===== config.mk =====
export PLATFORM = sky130hd
export DESIGN_NAME = reflectance_sort_queue_flat
export DESIGN_NICKNAME = d
export VERILOG_FILES = /design/src/rtl/rsq_pkg.sv /design/src/rtl/rsq_channels.sv /design/src/rtl/rsq_classify.sv /design/src/rtl/rsq_queue.sv /design/src/rtl/reflectance_sort_queue.sv /design/src/flat_wrapper.sv
export SDC_FILE = /design/constraint.sdc
export NUM_CORES = 1
export LEC_CHECK = 0
export ABC_AREA = 1
export ABC_CLOCK_PERIOD_IN_PS = 3500
export BUFFER_PORTS_ARGS = -buffer_cell sky130_fd_sc_hd__buf_2
export CELL_PAD_IN_SITES_DETAIL_PLACEMENT = 1
export CELL_PAD_IN_SITES_GLOBAL_PLACEMENT = 1
export CORE_MARGIN = 2
export CORE_UTILIZATION = 46
export DETAILED_ROUTE_END_ITERATION = 10
export GPL_TIMING_DRIVEN = 0
export PLACE_DENSITY = 0.81
export SLEW_MARGIN = 5
export SYNTH_ARGS = -nofsm -noshare
export SYNTH_HDL_FRONTEND = slang
export SYNTH_SLANG_ARGS = --single-unit

===== constraint.sdc =====
create_clock -name clk -period 3.5 [get_ports clk]
set_input_delay 0.35 -clock clk [delete_from_list [all_inputs] [get_ports clk]]
set_output_delay 0.35 -clock clk [all_outputs]
set_load 0.005 [all_outputs]

===== src/rtl/rsq_pkg.sv =====
// Shared types and constants for the reflectance sort queue.
package rsq_pkg;

  localparam int REFL_W      = 10;
  localparam int CLASS_W     = 3;
  localparam int COUNT_OUT_W = 4;
  localparam int TALLY_W     = 8;
  localparam int CFG_IDX_W   = 3;
  localparam int CFG_DATA_W  = 10;

  typedef logic [CLASS_W-1:0]    class_t;
  typedef logic [REFL_W-1:0]     refl_t;
  typedef logic [TALLY_W-1:0]    tally_t;
  typedef logic [CFG_IDX_W-1:0]  cfg_idx_t;
  typedef logic [CFG_DATA_W-1:0] cfg_data_t;

  // Part classes
  localparam class_t CLASS_BLACK    = 3'd0;
  localparam class_t CLASS_WHITE    = 3'd1;
  localparam class_t CLASS_STEEL    = 3'd2;
  localparam class_t CLASS_ALUMINUM = 3'd3;
  localparam class_t CLASS_UNKNOWN  = 3'd4;

  // Configuration register indexes
  localparam cfg_idx_t REG_BLACK_THR        = 3'd0;
  localparam cfg_idx_t REG_WHITE_THR        = 3'd1;
  localparam cfg_idx_t REG_STEEL_THR        = 3'd2;
  localparam cfg_idx_t REG_ALUMINUM_THR     = 3'd3;
  localparam cfg_idx_t REG_UNKNOWN_TO_BLACK = 3'd4;

  // Reset values of the configuration registers
  localparam refl_t BLACK_THR_RST    = 10'd940;
  localparam refl_t WHITE_THR_RST    = 10'd880;
  localparam refl_t STEEL_THR_RST    = 10'd300;
  localparam refl_t ALUMINUM_THR_RST = 10'd15;

  // Input item kinds
  localparam logic KIND_CLASSIFY = 1'b0;
  localparam logic KIND_EXIT     = 1'b1;

  typedef struct packed {
    refl_t black_thr;
    refl_t white_thr;
    refl_t steel_thr;
    refl_t aluminum_thr;
    logic  unknown_to_black;
  } cfg_t;

  typedef struct packed {
    logic  kind;
    refl_t min_reflect;
    logic  stepper_ready;
  } in_word_t;

  // One step handed from the top level to the queue
  typedef struct packed {
    logic   go;
    logic   kind;
    logic   stepper_ready;
    class_t cls;
  } q_step_t;

  typedef struct packed {
    class_t                 item_class;
    logic                   overflow;
    logic [COUNT_OUT_W-1:0] queue_count;
    logic                   head_changed;
    logic                   bin_move;
    logic                   brake_hold;
    tally_t                 black_total;
    tally_t                 white_total;
    tally_t                 steel_total;
    tally_t                 aluminum_total;
  } result_t;

endpackage


===== src/rtl/rsq_channels.sv =====
// Handshake channel interfaces: input word, result word and config write.
interface rsq_in_if;
  logic                 valid;
  logic                 ready;
  logic                 kind;
  rsq_pkg::refl_t       min_reflect;
  logic                 stepper_ready;

  modport source (output valid, kind, min_reflect, stepper_ready, input ready);
  modport sink   (input valid, kind, min_reflect, stepper_ready, output ready);
endinterface

interface rsq_out_if;
  logic                                valid;
  logic                                ready;
  rsq_pkg::class_t                     item_class;
  logic                                overflow;
  logic [rsq_pkg::COUNT_OUT_W-1:0]     queue_count;
  logic                                head_changed;
  logic                                bin_move;
  logic                                brake_hold;
  rsq_pkg::tally_t                     black_total;
  rsq_pkg::tally_t                     white_total;
  rsq_pkg::tally_t                     steel_total;
  rsq_pkg::tally_t                     aluminum_total;

  modport source (output valid, item_class, overflow, queue_count, head_changed, bin_move,
                  brake_hold, black_total, white_total, steel_total, aluminum_total,
                  input ready);
  modport sink   (input valid, item_class, overflow, queue_count, head_changed, bin_move,
                  brake_hold, black_total, white_total, steel_total, aluminum_total,
                  output ready);
endinterface

interface rsq_cfg_if;
  logic                valid;
  logic                ready;
  rsq_pkg::cfg_idx_t   index;
  rsq_pkg::cfg_data_t  data;

  modport source (output valid, index, data, input ready);
  modport sink   (input valid, index, data, output ready);
endinterface


===== src/rtl/rsq_classify.sv =====
// Threshold classifier: maps a reflectance value to a part class.
module rsq_classify (
  input  rsq_pkg::cfg_t   cfg,
  input  rsq_pkg::refl_t  min_reflect,
  output rsq_pkg::class_t cls
);

  // Descending thresholds, first strict match wins
  always_comb begin
    if (min_reflect > cfg.black_thr) begin
      cls = rsq_pkg::CLASS_BLACK;
    end else if (min_reflect > cfg.white_thr) begin
      cls = rsq_pkg::CLASS_WHITE;
    end else if (min_reflect > cfg.steel_thr) begin
      cls = rsq_pkg::CLASS_STEEL;
    end else if (min_reflect > cfg.aluminum_thr) begin
      cls = rsq_pkg::CLASS_ALUMINUM;
    end else if (cfg.unknown_to_black) begin
      cls = rsq_pkg::CLASS_BLACK;
    end else begin
      cls = rsq_pkg::CLASS_UNKNOWN;
    end
  end

endmodule


===== src/rtl/rsq_queue.sv =====
// Class queue (shifting FIFO, head at slot 0) with per-class sort tallies.
module rsq_queue #(
  parameter int DEPTH = 8
) (
  input  logic              clk,
  input  logic              rst_n,
  input  rsq_pkg::q_step_t  step,
  output rsq_pkg::result_t  res
);

  localparam int CW = $clog2(DEPTH + 1);

  rsq_pkg::class_t ring_r   [DEPTH];
  rsq_pkg::class_t ring_nxt [DEPTH];
  logic [CW-1:0]   count_r, count_nxt;
  rsq_pkg::tally_t tally_r   [4];
  rsq_pkg::tally_t tally_nxt [4];

  logic              full, empty, enq, deq, multi;
  logic [CW+3:0]     count_wide;

  assign full  = (count_r == CW'(DEPTH));
  assign empty = (count_r == '0);
  assign multi = (count_r > CW'(1));
  assign enq   = step.go && (step.kind == rsq_pkg::KIND_CLASSIFY) && !full;
  assign deq   = step.go && (step.kind == rsq_pkg::KIND_EXIT) && step.stepper_ready && !empty;

  // Next queue contents: shift down on dequeue, write at fill level on enqueue
  always_comb begin
    for (int i = 0; i < DEPTH; i++) begin
      ring_nxt[i] = ring_r[i];
    end
    if (deq) begin
      for (int i = 0; i < DEPTH - 1; i++) begin
        ring_nxt[i] = ring_r[i + 1];
      end
    end else if (enq) begin
      for (int i = 0; i < DEPTH; i++) begin
        if (count_r == CW'(i)) begin
          ring_nxt[i] = step.cls;
        end
      end
    end
  end

  // Fill level
  always_comb begin
    count_nxt = count_r;
    if (enq) begin
      count_nxt = count_r + CW'(1);
    end else if (deq) begin
      count_nxt = count_r - CW'(1);
    end
  end

  // Tally the departing head; unknown parts are not counted
  always_comb begin
    for (int i = 0; i < 4; i++) begin
      tally_nxt[i] = tally_r[i];
    end
    if (deq) begin
      case (ring_r[0])
        rsq_pkg::CLASS_BLACK:    tally_nxt[0] = tally_r[0] + 8'd1;
        rsq_pkg::CLASS_WHITE:    tally_nxt[1] = tally_r[1] + 8'd1;
        rsq_pkg::CLASS_STEEL:    tally_nxt[2] = tally_r[2] + 8'd1;
        rsq_pkg::CLASS_ALUMINUM: tally_nxt[3] = tally_r[3] + 8'd1;
        default: ;
      endcase
    end
  end

  // Result word for this step
  assign count_wide = {4'd0, count_nxt};

  always_comb begin
    res                = '0;
    res.queue_count    = count_wide[3:0];
    res.black_total    = tally_nxt[0];
    res.white_total    = tally_nxt[1];
    res.steel_total    = tally_nxt[2];
    res.aluminum_total = tally_nxt[3];
    if (step.kind == rsq_pkg::KIND_CLASSIFY) begin
      res.item_class   = step.cls;
      res.overflow     = full;
      res.head_changed = empty;
    end else if (!step.stepper_ready) begin
      res.brake_hold   = 1'b1;
    end else if (!empty) begin
      res.item_class   = ring_r[0];
      res.head_changed = multi;
      res.bin_move     = multi && (ring_r[1] != ring_r[0]);
    end
  end

  // Queue payload, no reset
  always_ff @(posedge clk) begin
    for (int i = 0; i < DEPTH; i++) begin
      ring_r[i] <= ring_nxt[i];
    end
  end

  // Control state and tallies
  always_ff @(posedge clk) begin
    if (!rst_n) begin
      count_r <= '0;
      for (int i = 0; i < 4; i++) begin
        tally_r[i] <= '0;
      end
    end else if (step.go) begin
      count_r <= count_nxt;
      for (int i = 0; i < 4; i++) begin
        tally_r[i] <= tally_nxt[i];
      end
    end
  end

endmodule


===== src/rtl/reflectance_sort_queue.sv =====
// Reflectance sort queue top level: config registers, input and result registers.
// Takes one word per cycle (classify or exit) while its input register can advance, and returns
// one result word per input word: the word lands in an input register, then the classifier and
// the queue update (a step on a shifting QUEUE_DEPTH-entry class queue and four 8-bit tallies)
// load the result register once the output is not stalled. The input side keeps accepting while
// a result waits, until both registers are full.
// Config writes are always accepted and must only be issued while the block is idle;
// writes to indexes beyond the unknown-to-black flag are ignored. queue_count reports the
// low four bits of the fill level.
module reflectance_sort_queue #(
  parameter int QUEUE_DEPTH = 8
) (
  input  logic      clk,
  input  logic      rst_n,
  rsq_in_if.sink    in_ch,
  rsq_out_if.source out_ch,
  rsq_cfg_if.sink   cfg_ch
);

  rsq_pkg::cfg_t     cfg_r;
  logic              s1_valid_r;
  rsq_pkg::in_word_t s1_word_r;
  logic              out_valid_r;
  rsq_pkg::result_t  out_res_r;

  logic              advance;
  rsq_pkg::class_t   cls;
  rsq_pkg::q_step_t  step;
  rsq_pkg::result_t  step_res;

  // Config register file
  assign cfg_ch.ready = 1'b1;

  always_ff @(posedge clk) begin
    if (!rst_n) begin
      cfg_r.black_thr        <= rsq_pkg::BLACK_THR_RST;
      cfg_r.white_thr        <= rsq_pkg::WHITE_THR_RST;
      cfg_r.steel_thr        <= rsq_pkg::STEEL_THR_RST;
      cfg_r.aluminum_thr     <= rsq_pkg::ALUMINUM_THR_RST;
      cfg_r.unknown_to_black <= 1'b0;
    end else if (cfg_ch.valid) begin
      case (cfg_ch.index)
        rsq_pkg::REG_BLACK_THR:        cfg_r.black_thr        <= cfg_ch.data;
        rsq_pkg::REG_WHITE_THR:        cfg_r.white_thr        <= cfg_ch.data;
        rsq_pkg::REG_STEEL_THR:        cfg_r.steel_thr        <= cfg_ch.data;
        rsq_pkg::REG_ALUMINUM_THR:     cfg_r.aluminum_thr     <= cfg_ch.data;
        rsq_pkg::REG_UNKNOWN_TO_BLACK: cfg_r.unknown_to_black <= cfg_ch.data[0];
        default: ;
      endcase
    end
  end

  // Pipeline flow control
  assign advance     = s1_valid_r && (!out_valid_r || out_ch.ready);
  assign in_ch.ready = !s1_valid_r || advance;

  // Input register
  always_ff @(posedge clk) begin
    if (!rst_n) begin
      s1_valid_r <= 1'b0;
    end else if (in_ch.ready) begin
      s1_valid_r <= in_ch.valid;
    end
  end

  always_ff @(posedge clk) begin
    if (in_ch.valid && in_ch.ready) begin
      s1_word_r.kind          <= in_ch.kind;
      s1_word_r.min_reflect   <= in_ch.min_reflect;
      s1_word_r.stepper_ready <= in_ch.stepper_ready;
    end
  end

  // Classify and step the queue
  rsq_classify u_classify (
    .cfg         (cfg_r),
    .min_reflect (s1_word_r.min_reflect),
    .cls         (cls)
  );

  assign step = '{go: advance, kind: s1_word_r.kind,
                  stepper_ready: s1_word_r.stepper_ready, cls: cls};

  rsq_queue #(
    .DEPTH (QUEUE_DEPTH)
  ) u_queue (
    .clk   (clk),
    .rst_n (rst_n),
    .step  (step),
    .res   (step_res)
  );

  // Result register
  always_ff @(posedge clk) begin
    if (!rst_n) begin
      out_valid_r <= 1'b0;
    end else if (advance) begin
      out_valid_r <= 1'b1;
    end else if (out_ch.ready) begin
      out_valid_r <= 1'b0;
    end
  end

  always_ff @(posedge clk) begin
    if (advance) begin
      out_res_r <= step_res;
    end
  end

  assign out_ch.valid          = out_valid_r;
  assign out_ch.item_class     = out_res_r.item_class;
  assign out_ch.overflow       = out_res_r.overflow;
  assign out_ch.queue_count    = out_res_r.queue_count;
  assign out_ch.head_changed   = out_res_r.head_changed;
  assign out_ch.bin_move       = out_res_r.bin_move;
  assign out_ch.brake_hold     = out_res_r.brake_hold;
  assign out_ch.black_total    = out_res_r.black_total;
  assign out_ch.white_total    = out_res_r.white_total;
  assign out_ch.steel_total    = out_res_r.steel_total;
  assign out_ch.aluminum_total = out_res_r.aluminum_total;

  // A refused enqueue never touches the head or the brake
  a_overflow_clean: assert property (@(posedge clk) disable iff (!rst_n)
    (out_valid_r && out_res_r.overflow) |-> (!out_res_r.head_changed && !out_res_r.brake_hold))
    else $error("overflow result also flags head change or brake");

  // A bin move only comes with a new head
  a_move_needs_head: assert property (@(posedge clk) disable iff (!rst_n)
    (out_valid_r && out_res_r.bin_move) |-> out_res_r.head_changed)
    else $error("bin move without head change");

  // An exit without stepper ready yields a braking result next cycle
  a_exit_brakes: assert property (@(posedge clk) disable iff (!rst_n)
    (advance && s1_word_r.kind == rsq_pkg::KIND_EXIT && !s1_word_r.stepper_ready)
      |=> (out_valid_r && out_res_r.brake_hold))
    else $error("exit without stepper ready did not brake");

endmodule


===== src/flat_wrapper.sv =====
// flat-port wrapper written by rule: the top's interface ports become plain ports
module reflectance_sort_queue_flat 
#(
  parameter int QUEUE_DEPTH = 8
)
  (clk, rst_n, in_ch_valid, in_ch_kind, in_ch_min_reflect, in_ch_stepper_ready, in_ch_ready, out_ch_valid, out_ch_item_class, out_ch_overflow, out_ch_queue_count, out_ch_head_changed, out_ch_bin_move, out_ch_brake_hold, out_ch_black_total, out_ch_white_total, out_ch_steel_total, out_ch_aluminum_total, out_ch_ready, cfg_ch_valid, cfg_ch_index, cfg_ch_data, cfg_ch_ready);
  rsq_in_if in_ch_i ();
  rsq_out_if out_ch_i ();
  rsq_cfg_if cfg_ch_i ();
  input  logic clk;
  input  logic rst_n;
  input wire logic [$bits(in_ch_i.valid)-1:0] in_ch_valid;
  input wire logic [$bits(in_ch_i.kind)-1:0] in_ch_kind;
  input wire logic [$bits(in_ch_i.min_reflect)-1:0] in_ch_min_reflect;
  input wire logic [$bits(in_ch_i.stepper_ready)-1:0] in_ch_stepper_ready;
  output wire logic [$bits(in_ch_i.ready)-1:0] in_ch_ready;
  output wire logic [$bits(out_ch_i.valid)-1:0] out_ch_valid;
  output wire logic [$bits(out_ch_i.item_class)-1:0] out_ch_item_class;
  output wire logic [$bits(out_ch_i.overflow)-1:0] out_ch_overflow;
  output wire logic [$bits(out_ch_i.queue_count)-1:0] out_ch_queue_count;
  output wire logic [$bits(out_ch_i.head_changed)-1:0] out_ch_head_changed;
  output wire logic [$bits(out_ch_i.bin_move)-1:0] out_ch_bin_move;
  output wire logic [$bits(out_ch_i.brake_hold)-1:0] out_ch_brake_hold;
  output wire logic [$bits(out_ch_i.black_total)-1:0] out_ch_black_total;
  output wire logic [$bits(out_ch_i.white_total)-1:0] out_ch_white_total;
  output wire logic [$bits(out_ch_i.steel_total)-1:0] out_ch_steel_total;
  output wire logic [$bits(out_ch_i.aluminum_total)-1:0] out_ch_aluminum_total;
  input wire logic [$bits(out_ch_i.ready)-1:0] out_ch_ready;
  input wire logic [$bits(cfg_ch_i.valid)-1:0] cfg_ch_valid;
  input wire logic [$bits(cfg_ch_i.index)-1:0] cfg_ch_index;
  input wire logic [$bits(cfg_ch_i.data)-1:0] cfg_ch_data;
  output wire logic [$bits(cfg_ch_i.ready)-1:0] cfg_ch_ready;
  assign in_ch_i.valid = in_ch_valid;
  assign in_ch_i.kind = in_ch_kind;
  assign in_ch_i.min_reflect = in_ch_min_reflect;
  assign in_ch_i.stepper_ready = in_ch_stepper_ready;
  assign in_ch_ready = in_ch_i.ready;
  assign out_ch_valid = out_ch_i.valid;
  assign out_ch_item_class = out_ch_i.item_class;
  assign out_ch_overflow = out_ch_i.overflow;
  assign out_ch_queue_count = out_ch_i.queue_count;
  assign out_ch_head_changed = out_ch_i.head_changed;
  assign out_ch_bin_move = out_ch_i.bin_move;
  assign out_ch_brake_hold = out_ch_i.brake_hold;
  assign out_ch_black_total = out_ch_i.black_total;
  assign out_ch_white_total = out_ch_i.white_total;
  assign out_ch_steel_total = out_ch_i.steel_total;
  assign out_ch_aluminum_total = out_ch_i.aluminum_total;
  assign out_ch_i.ready = out_ch_ready;
  assign cfg_ch_i.valid = cfg_ch_valid;
  assign cfg_ch_i.index = cfg_ch_index;
  assign cfg_ch_i.data = cfg_ch_data;
  assign cfg_ch_ready = cfg_ch_i.ready;
  reflectance_sort_queue #(.QUEUE_DEPTH(QUEUE_DEPTH)) u_core (.clk(clk), .rst_n(rst_n), .in_ch(in_ch_i), .out_ch(out_ch_i), .cfg_ch(cfg_ch_i));
endmodule

# Word level (Yosys, flattened, before mapping)
# Memory sizes are Yosys's and may differ from the RTL's.
# Cells that the tools add are included.
# word_totals
regBits	102
latch_bits	0
ramBits	56
romBits	0
input_bits	30
output_inout_bits	46
elab_cells	120
memories	2
# classes
n_addsub	6
mul	0
n_div	0
n_lt_le_gt_ge	5
eq_ne	16
n_shift	0
muxes	40
n_bitwise	6
n_reduce_logical	24
# mem_list
memory	depth	width	read_ports	rd_clocked_by_memory_dff	write_ports	line	rtl
u_core.u_queue.tally_r	4	8	4	0	4	rsq_queue.sv:16	rsq_pkg::tally_t tally_r [4];
u_core.u_queue.ring_r	8	3	8	0	8	rsq_queue.sv:13	rsq_pkg::class_t ring_r [DEPTH];
# ops
op	n
$mux 8	8
$mux 3	17
$gt 10x10->1	4
$add 8x1->8 const B	4
$mux 32	1
$mux 24	1
$mux 21	1
$eq 4x3->1 const B	4
$eq 3x2->1 const B	4
$reduce_and 2->1	5
$eq 4x2->1 const B	2
$logic_and 1x1->1	8
$mux 1	8
$mux 4	2
$eq 3x1->1 const B	2
$logic_not 3->1	2
$add 4x1->4 const B	1
$eq 4x1->1 const B	1
$eq 4x4->1 const B	1
$gt 4x1->1 const B	1
$logic_not 1->1	4
$logic_not 4->1	1
$mux 2	2
$or 1x1->1	4
other kinds (7)	9

# Logic depth before layout (Yosys ltp)
# Gate-level depths: netlist of run 1.
# depth
depth_word	8
ltp_mapped	14
mapped_depth_nobuf	14

# Cells and area by module
# From an unflattened synthesis of run 1, not the netlist that was laid out.
# unflattened
hier_cells	901
hier_area_um2	8039.0
# modules_own_cells
module	n_inst	cells_each	area_per_inst_um2	seq_area_each_um2
rsq_queue	1	413	3523.4	1761.7
reflectance_sort_queue	1	296	3359.5	2512.4
rsq_classify	1	192	1156.1	0.0

# Least setup slack after synthesis of run 1
# OpenSTA, ideal clock, no wires.
# synth_path
path_type	in2reg
from	input out_ch_ready
to	memory u_core.u_queue.ring_r[0][10] (netlist bit) (enable)
setup_ns	0.355
arrival_time_ns	2.392
required_time_ns	3.145
setup_slack_ns	0.753
path_stages	8
n_path_buf	0
cell_sequence	inv_1 > nand2_2 > nand2_4 > inv_1 > nand3_1 > inv_1 > nand2_1 > o31ai_1
# synth_lines
item	line	rtl
start: declaration	flat_wrapper.sv:28	input wire logic [$bits(out_ch_i.ready)-1:0] out_ch_ready;
end: declaration	rsq_queue.sv:13	

==> results of run 1 <==
[routing by layer]
layer,vias to the layer above,part of all wire (%),wire [µm]
met5,-,0,0
met4,0,2.8,551
met3,44,3.5,687
met2,116,50,9780
met1,2906,44,8560
li1,2936,-,-
[synth_stat cells (all sizes together)]
library cell and number:
dfxtp 47, nand4 9, a21oi 57, buf 9
conb 1, a31oi 1, clkinv 1, nand3 26
o21bai 3, nand3b 7, o21ai 40, ha 48
or2 1, o21a 1, xor2 11, nor2 64
o31ai 1, xnor2 9, nor2b 3, a21boi 1
edfxtp 111, clkbuf 10, and2 1, nor3 12
o211ai 16, inv 130, nand2 214, a21o 2
[path summary, 6_finish.rpt]
path	startpoint	end	slack, ns	depth (start not counted)
setup / recovery	u_core.s1_word_r[10]	u_core.u_queue.ring_r[1][4]	1.13	9
hold / removal	in_ch_min_reflect[8]	u_core.s1_word_r[9]	0.09	1
setup reg to reg	u_core.s1_word_r[10]	u_core.u_queue.ring_r[1][4]	1.13	9
hold reg to reg	u_core.cfg_r[6]	u_core.cfg_r[6]	0.46	2
[per-stage QoR]
step	setup slack, ns	setup TNS, ns
2_1_floorplan	0.753	0
3_3_place_gp	-0.111	-0.333
3_5_place_dp	0.771	0
4_1_cts	1.10	0
5_1_grt	0.957	0
6_report	1.13	0
[power breakdown]
| group | internal (mW) | total (mW) | switching [mW] |
|---|---|---|---|
| registers | 2.09 | 2.15 | 0.0524 |
| logic | 0.130 | 0.382 | 0.252 |
| clock network | 1.11 | 1.85 | 0.746 |
[registers in the layout, indices dropped and copies added, names as in the netlist, 3 cells and up]
register                      cells
u_core.cfg_r                     41
u_core.u_queue.tally_r           32
u_core.u_queue.ring_r            24
u_core.s1_word_r                 12
u_core.out_ch.aluminum_total      8
u_core.out_ch.black_total         8
u_core.out_ch.steel_total         8
u_core.out_ch.white_total         8
u_core.out_ch.queue_count         4
u_core.u_queue.count_r            4
u_core.out_ch.item_class          3
[area by class of cell]
type	instances	area (µm²)
buffer	19	88.8
clock inverter	12	146
fill	1956	7520
timing repair buffer	75	390
inverter	131	492
multi-input combinational	528	2970
clock buffer	18	429
sequential	158	4270
tap	220	275
[logic make-up (layout without fill, tap and decap cells)]
| family | after synthesis | in the layout |
|---|---|---|
| AO/OA/AOI/OAI | 122 | 122 |
| flip-flops | 158 | 158 |
| XOR/XNOR | 20 | 20 |
| AND/OR/NAND/NOR | 337 | 337 |
| adder cells (fa/ha/maj) | 48 | 48 |
| buffers and inverters | 150 | 255 |
| other | 1 | 1 |
[placed cells by master, fill, tap and decap left out, drive strengths merged, types with 2 or more instances in the layout]
master    instances
nand4             9
clkinv            6
inv             131
nor3             12
clkinvlp          3
o21ai            40
xor2             11
buf              84
xnor2             9
nand2           214
bufinv            3
a21o              2
dfxtp            47
clkbuf           28
a21oi            57
edfxtp          111
o21bai            3
nor2             64
nand3b            7
nor2b             3
nand3            26
o211ai           16
ha               48
[worst register-to-register path, delay by kind of cell (launching register included)]
kind / cells / cell delay, ns
AND/OR/NAND/NOR: 7 / 1.21
flip-flops: 1 / 0.49
adder cells (fa/ha/maj): 1 / 0.35
AO/OA/AOI/OAI: 1 / 0.18
==> results by group, run 1 <==
Critical path
  – CP Launch Type: register
  – Worst-path maximum fanout: 7
  – CP most frequent cell: nand2_1
  – CP arrival: 2.66 ns
  – CP bufs+invs: 0
  – Critical Path RT: 3.79 ns
  – WS Path Type: register to register
  – Slowest cell delay on critical path: 0.49 ns
  – Worst path cell trace: ha_1, a21o_1, nor2_1, nand3_1, nand2_1, nand2_1, nor2_1, nand2_1, nand2_1
  – Critical Path Sink Type: register
  – CP max-delay cell: edfxtp_1
  – Worst path top cell family by delay: simple AND/OR/NAND/NOR gates

Cells and area
  – Final core utilization: 54.7%
  – Post-layout instance area: 9060 µm²
  – Synth-to-Final Area Change: 15.9%
  – Post-Layout Cell Count: 1,161
  – Fraction of layout cells with a size suffix above 1: 14.3%
  – Layout net count: 1,008
  – Ant. Diodes: 0

Route
  – DR vias/cell: 5.17
  – DRT antenna net count: 0
  – Initial drt markers: 301
  – Drc violations: 0
  – Final wirelength: 19,600 µm
  – Pre-Repair DR Iteration Count: 5
  – DR vias: 6,002
  – DR WL/cell: 16.9 µm

Yosys
  – Largest family of logic cells by synthesized area: simple AND/OR/NAND/NOR gates
  – Post-synthesis xor/xnor area fraction: 2.43%
  – Syn_area_per_cell: 9.35 µm²
  – Synth top area share: 42.6%
  – Netlist cell types: 41
  – Synth Register Bits: 158
  – Post-Synth Simple-Gate Area: 19.1%
  – Top post-synthesis cells by area: edfxtp_1 43%, dfxtp_1 12%, nand2_1 9.8%
  – Synth Instances: 836
  – Fraction of synthesized area in multiplexers: 0%
  – Post-Syn Nets: 914
  – Leading area contributor after synthesis: edfxtp_1
  – Mapped Area: 7820 µm²
  – Synth Warn #: 0
  – Compound-cell area share of the yosys netlist: 8.69%
  – Area share of fa/ha/maj cells after synthesis: 7.68%
  – Register area share after synthesis: 54.7%

Clock network
  – Post-cts repair resize count: 0
  – Worst-path clk slew: 0.06 ns
  – Total CTS buffers: 17
  – Later-pin clock latency in the skew report: 0.43 ns
  – Hold buffer count at cts: 0
  – CTS H-tree lvls: 4
  – Clk buf depth: 2
  – # clock sinks: 158
  – Root Buffer: clkbuf_16
  – Setup bufs post-CTS: 0
  – TritonCTS clock tree: built

GRT
  – Met1 global-route usage: 28.6%
  – Layer with the highest usage: met2
  – GRT overflow: 0
  – Largest net degree at the start of global routing: 33
  – Met3 capacity usage during global routing: 4.08%
  – First-pass GRT wire length: 32,000 µm
  – Vias in the first global route: 6,355
  – GR met2 Demand/Resource: 39.8%
  – Initial antenna violation count: 0
  – Gr usage total: 23.1%

STA
  – Final Hold Fails: 0
  – Worst-margin pin slew: 0.841 ns
  – Final setup violation count: 0
  – Clk_skew: 0.00746 ns
  – Slew HR: 43.7%
  – Slew Limit Fails: 0
  – Tmin final: 2.37 ns
  – Unrepaired setup endpoints after global routing: no
  – Fin crit share: 67.8%
  – Worst hold margin: 0.0893 ns
  – Fmax: 422 MHz

Floorplan
  – Initial Utilization: 47.2%
  – Total Die Area: 18,100 µm²
  – CORE AREA: 16,600 µm²
  – Die width: 134 µm
  – # IOs: 76
  – Row Count: 47
  – Die height: 134 µm

Pwr
  – Power, Total: 4.38 mW
  – Pleak: 4.18 nW
  – PwrDens: 483 nW/µm²
  – Max VDD drop: 0.353 mV

Place
  – Placed cells: 1,131
  – GPL Wtd Cong: 0.808
  – Placed Area: 8490 µm²
  – IO Port Bufs: 74
  – Post-DP HPWL: 13,900 µm

Worst hold path
  – Min-delay worst type: input pin to register

Flow run
  – Max cap viols: 0

Run status
  – Status: finished clean
(Power assumes the default switching activity.)
==> run 2, diff against run 1 <==
- ABC_CLOCK_PERIOD_IN_PS: 3500 -> 2000
- CORE_UTILIZATION: 46 -> 41
- PLACE_DENSITY: 0.81 -> 0.76
- clock period: 3.5 -> 2 ns (I/O delays scaled with it)
==> run 2 against run 1 <==
The flow now finishes with violations (setup timing). Maximum frequency rose by 12%. Flip-flop and latch count did not move. Largest cell class unchanged. Critical endpoint is now u_core.u_queue.ring_r[1][3]. Global-route usage fell by 2.6 points. Worst hold slack got worse by 0.043 ns. Clock power rose by 66%.
==> results by group, run 2 (synthesized netlist as in run 1, its figures left out) <==
Floorplan
  – # IOs: 76
  – Initial Utilization: 41.8%
  – Die width: 142 µm
  – Row Count: 50
  – Total Die Area: 20,200 µm²
  – CORE AREA: 18,700 µm²
  – Die height: 142 µm

STA
  – Tmin final: 2.12 ns
  – Fmax: 472 MHz
  – Clk_skew: 0.0146 ns
  – Fin crit share: 106%
  – Worst-margin pin slew: 0.711 ns
  – Slew Limit Fails: 0
  – Final WS setup: -0.117 ns
  – Slew HR: 52.3%
  – Final setup violation count: 26
  – Unrepaired setup endpoints after global routing: yes
  – Final Hold Fails: 0

Critical path
  – CP arrival: 2.42 ns
  – WS Path Type: register to register
  – Worst r2r src: u_core.s1_word_r[10]
  – Worst r2r dst: u_core.u_queue.ring_r[1][3]
  – Worst R2R Path Depth: 12
  – Critical Path Sink Type: register
  – Reg-to-reg slack, setup: -0.12 ns
  – CP Launch Type: register
  – Critical Path RT: 2.30 ns
  – Worst-path maximum fanout: 7

Pwr
  – Logic pwr share: 11.0%
  – Max VDD drop: 0.636 mV
  – Net Sw Power: 2.07 mW
  – Clk network pwr share: 40.0%
  – Switching share of total power: 26.9%
  – Internal: 5.61 mW
  – PwrDens: 785 nW/µm²
  – Sequential power share: 49.0%
  – Pleak: 4.40 nW

Cells and area
  – FF+latch area: 4280 µm²
  – Filler Cells Inserted: 2,145
  – Ant. Diodes: 0
  – Commonest non-fill, non-tap cells in the layout: 173 x nand2_1, 121 x inv_1, 111 x edfxtp_1
  – Commonest non-fill, non-tap cell in the layout: nand2_1
  – Multi-input gate area: 3360 µm²
  – Layout net count: 1,041
  – Most flop-heavy register: u_core.cfg_r
  – Fraction of layout cells with a size suffix above 1: 24.4%
  – Number of flip-flops in the largest register: 41
  – Synth-to-Final Area Change: 25.0%
  – Post-layout instance area: 9770 µm²
  – Top flop regs: u_core.cfg_r (41), u_core.u_queue.tally_r (32), u_core.u_queue.ring_r (24)

Clock network
  – Total CTS buffers: 17
  – CTS H-tree lvls: 4
  – Clk buf depth: 2
  – Worst-path clk slew: 0.07 ns
  – # clock sinks: 158
  – Later-pin clock latency in the skew report: 0.44 ns
  – TritonCTS clock tree: built
  – Root Buffer: clkbuf_16

GRT
  – GR met2 Demand/Resource: 36.7%
  – Vias in the first global route: 6,299
  – Gr usage total: 20.5%
  – Layer with the highest usage: met2
  – Largest net degree at the start of global routing: 33
  – GRT overflow: 0
  – Met1 global-route usage: 25.5%
  – Initial antenna violation count: 0
  – Met3 capacity usage during global routing: 3.53%
  – First-pass GRT wire length: 31,900 µm

Worst hold path
  – Hold depth: 3
  – Min-delay worst type: input pin to register
  – Hold Crit Start: cfg_ch_data[8]
  – WHS Endpoint: u_core.cfg_r[19]

Run status
  – Violated checks: setup timing
  – Status: finished with violations

Route
  – DR WL/cell: 16.9 µm
  – Final wirelength: 20,400 µm
  – Drc violations: 0
  – Pre-Repair DR Iteration Count: 4
  – DRT antenna net count: 0
  – Initial drt markers: 347
  – DR vias: 6,150
  – DR vias/cell: 5.08

Place
  – Placed Area: 8530 µm²
  – Post-DP HPWL: 13,900 µm
  – IO Port Bufs: 74
  – GPL Wtd Cong: 0.818
  – Post-Place Setup Slack: -1.09 ns

Flow run
  – Max cap viols: 0
-- run 2: changes by cell type in the layout (fill, tap and decap cells not counted), sizes merged --
| cell | delta |
|---|---|
| clkinvlp | +3 |
| dlygate4sd3 | +12 |
| clkbuf | -1 |
| bufinv | -3 |
| inv | +5 |
| buf | +19 |
-- run 2: stage by stage --
step	TNS, ns	std cells	total power, mW	util [%]	hold WS [ns]
floorplan	-4.03	836	4.21	-	0.299
global placement	-101.16	1144	4.45	45.6	0.376
detailed placement	-96.45	1144	4.48	45.6	0.378
CTS	-0.924	1201	7.67	51.1	0.0364
global route	-5.59	1210	7.95	52.2	0.0592
finish	-2.08	1210	7.67	52.2	0.0463
-- run 2: area by class of cell --
type | instances | share of cell area (%)
flip-flops and latches | 158 | 43.8
clock buffers | 17 | 4.35
repair inverters | 2 | 0.128
multi-input cells | 528 | 34.4
well taps | 234 | 3.00
clock inverters | 15 | 1.29
plain buffers | 19 | 1.06
inverters | 131 | 5.10
repair buffers | 106 | 6.80
-- run 2: worst max-delay path, cell delays in order (launching register included) --
cell,delay [ns]
edfxtp_1,0.52
buf_6,0.18
ha_4,0.28
nand2_4,0.06
nor2_4,0.13
inv_2,0.05
a21oi_2,0.11
nor2_1,0.06
nor2_1,0.14
nand2_2,0.10
nand2_4,0.09
nand3_4,0.15
nand2_2,0.10
-- run 2: repair_timing --
action                                  CTS  global route
endpoints found under the setup margin  184            57
pin swaps                                17            21
buffers inserted                         11             9
gates cloned                              2             0
hold endpoints to repair                 12             0
gates resized for setup                  60            42
hold buffers                             12             0
-- run 2: how the worst max path moves through the flow --
| stage | cells after the start | slack [ns] | end | start |
|---|---|---|---|---|
| after detailed placement | 8 | -1.09 | u_core.u_queue.tally_r[0][7] | out_ch_ready |
| final | 12 | -0.12 | u_core.u_queue.ring_r[1][3] | u_core.s1_word_r[10] |
| after floorplan | 6 | -0.12 | u_core.u_queue.tally_r[1][2] | u_core.out_ch.valid |
| after global placement | 4 | -1.07 | u_core.u_queue.tally_r[0][2] | rst_n |
| after CTS | 12 | -0.08 | u_core.u_queue.ring_r[1][1] | u_core.s1_word_r[10] |
| after global routing | 14 | -0.25 | u_core.u_queue.ring_r[1][1] | u_core.s1_word_r[6] |
-- run 2: power groups by stage --
stage / clock network (mW) / logic (mW) / registers (mW)
floorplan: 0 / 0.412 / 3.80
global placement: 0 / 0.628 / 3.82
detailed placement: 0 / 0.656 / 3.82
CTS: 3.12 / 0.792 / 3.75
global route: 3.24 / 0.938 / 3.77
finish: 3.07 / 0.843 / 3.76
-- run 2: routing by layer --
metal  share of wire, %  wire, µm
met1                 45      9160
met2                 51     10400
met3                3.0       611
met4                1.2       236
met5                  0         0
==> run 3, diff against run 2 <==
- REMOVE_ABC_BUFFERS: unset -> 1
- SETUP_SLACK_MARGIN: unset -> 0.2
==> run 3 against run 2 <==
The run still ends with setup timing left. Cell area is 7.1% higher. Sequential share of layout area fell by 2.8 points. Sequential power about the same.
==> results by group, run 3 (synthesized netlist as in run 1, its figures left out) <==
Place
  – GPL Wtd Cong: 0.777
  – IO Port Bufs: 74
  – Post-DP HPWL: 12,800 µm
  – Post-Place Setup Slack: -0.812 ns

Cells and area
  – Filler Cells Inserted: 2,052
  – Commonest non-fill, non-tap cells in the layout: 162 x nand2_1, 116 x inv_1, 111 x edfxtp_1
  – Ant. Diodes: 0
  – Top flop regs: u_core.cfg_r (41), u_core.u_queue.tally_r (32), u_core.u_queue.ring_r (24)
  – Layout net count: 1,066
  – Fraction of layout cells with a size suffix above 1: 31.5%
  – FF+latch area: 4290 µm²
  – Synth-to-Final Area Change: 33.8%
  – Number of flip-flops in the largest register: 41
  – Commonest non-fill, non-tap cell in the layout: nand2_1
  – Most flop-heavy register: u_core.cfg_r
  – Multi-input gate area: 3640 µm²

Clock network
  – Worst-path clk slew: 0.07 ns
  – TritonCTS clock tree: built
  – Clk buf depth: 2
  – Later-pin clock latency in the skew report: 0.44 ns
  – CTS H-tree lvls: 4
  – # clock sinks: 158
  – Root Buffer: clkbuf_16
  – Total CTS buffers: 17

Flow run
  – Max cap viols: 0

STA
  – Worst-margin pin slew: 0.892 ns
  – Final WS setup: -0.0777 ns
  – Clk_skew: 0.0193 ns
  – Fmax: 481 MHz
  – Final Hold Fails: 0
  – Setup tns final: -1.05 ns
  – Fin crit share: 104%
  – Slew HR: 40.4%
  – Unrepaired setup endpoints after global routing: yes
  – Final setup violation count: 23
  – Tmin final: 2.08 ns
  – Slew Limit Fails: 0

Floorplan
  – Die height: 142 µm
  – Initial Utilization: 41.8%
  – Row Count: 50
  – # IOs: 76
  – Die width: 142 µm
  – CORE AREA: 18,700 µm²
  – Total Die Area: 20,200 µm²

Critical path
  – Worst-path maximum fanout: 7
  – Critical Path RT: 2.18 ns
  – CP Launch Type: register
  – WS Path Type: register to register
  – CP arrival: 2.26 ns
  – Critical Path Sink Type: register

Route
  – DRT antenna net count: 0
  – Initial drt markers: 347
  – DR vias: 6,487
  – Drc violations: 0
  – Pre-Repair DR Iteration Count: 4
  – DR vias/cell: 5.25
  – DR WL/cell: 19.7 µm
  – Final wirelength: 24,300 µm

GRT
  – Initial antenna violation count: 0
  – Gr usage total: 22.4%
  – Largest net degree at the start of global routing: 42
  – First-pass GRT wire length: 34,700 µm
  – GRT overflow: 0
  – Vias in the first global route: 6,517

Pwr
  – Pleak: 4.69 nW
  – PwrDens: 800 nW/µm²
  – Max VDD drop: 0.631 mV

Worst hold path
  – Min-delay worst type: input pin to register

Run status
  – Violated checks: setup timing
  – Status: finished with violations
==> run 3: changes by cell type in the layout (fill, tap and decap cells not counted), sizes merged <==
cell	before	now
bufbuf	0	1
clkbuf	27	17
nor2	64	65
inv	136	130
nand3	26	27
clkinv	6	10
bufinv	0	5
clkinvlp	6	2
buf	103	136
==> run 3: final timing paths <==
| path | start | end | slack (ns) | cells past startpoint |
|---|---|---|---|---|
| max | u_core.s1_word_r[5] | u_core.u_queue.ring_r[1][2] | -0.08 | 12 |
| min | cfg_ch_data[6] | u_core.cfg_r[27] | 0.04 | 3 |
| max reg2reg | u_core.s1_word_r[5] | u_core.u_queue.ring_r[1][2] | -0.08 | 12 |
| min reg2reg | u_core.cfg_r[35] | u_core.cfg_r[35] | 0.46 | 2 |
==> run 3: power by group <==
group          internal (mW)  switching, mW  total [mW]
Clock                   2.21           1.44        3.65
Combinational          0.372          0.591       0.963
Sequential              3.66          0.101        3.76
==> run 3: through the flow <==
stage / instances / power [mW] / hold WS, ns / instance area, µm² / utilization [%]
floorplan: 817 / 4.20 / 0.284 / 7730 / -
global placement: 1125 / 4.42 / 0.376 / 8390 / 44.9
detailed placement: 1126 / 4.46 / 0.379 / 8420 / 45.0
CTS: 1204 / 8.21 / 0.0314 / 9930 / 53.1
global route: 1235 / 8.63 / 0.0457 / 10500 / 55.9
finish: 1235 / 8.37 / 0.0378 / 10500 / 55.9
==> run 3: timing repair <==
action                                 in CTS  in global routing
buffers inserted                           31                 30
endpoints found under the hold margin      12                  0
pin swaps                                  55                 37
setup endpoints to repair                 123                109
hold buffers                               12                  0
gates resized for setup                   120                 67
cloned                                      3                  1
==> run 3: cell type report <==
cell class / instances / share of cell area [%]
clock buffer: 17 / 4.07
timing repair inverter: 1 / 0.0837
clock inverter: 15 / 2.08
inverter: 131 / 5.14
multi-input combinational: 530 / 34.8
sequential: 158 / 41.0
timing repair buffer: 149 / 10.0
tap: 234 / 2.80
==> run 3: critical path: stages (launching register included) <==
cell and delay, ns:
edfxtp_1 0.49, ha_1 0.34, nand2_1 0.08, inv_1 0.07, nand2_1 0.06, nand2_1 0.09
nand2_1 0.08, nand3_1 0.10, nand2_2 0.11, nand2_4 0.11, inv_2 0.07, nand3_4 0.14
nand2_2 0.08
==> run 3: routing by layer <==
metal	vias to the layer above	wire length (µm)	GRT usage (%)
met5	-	0	0
met4	0	719	9.74
met3	54	760	3.67
met2	166	12900	39.2
met1	3212	9970	27.3
li1	3055	-	-
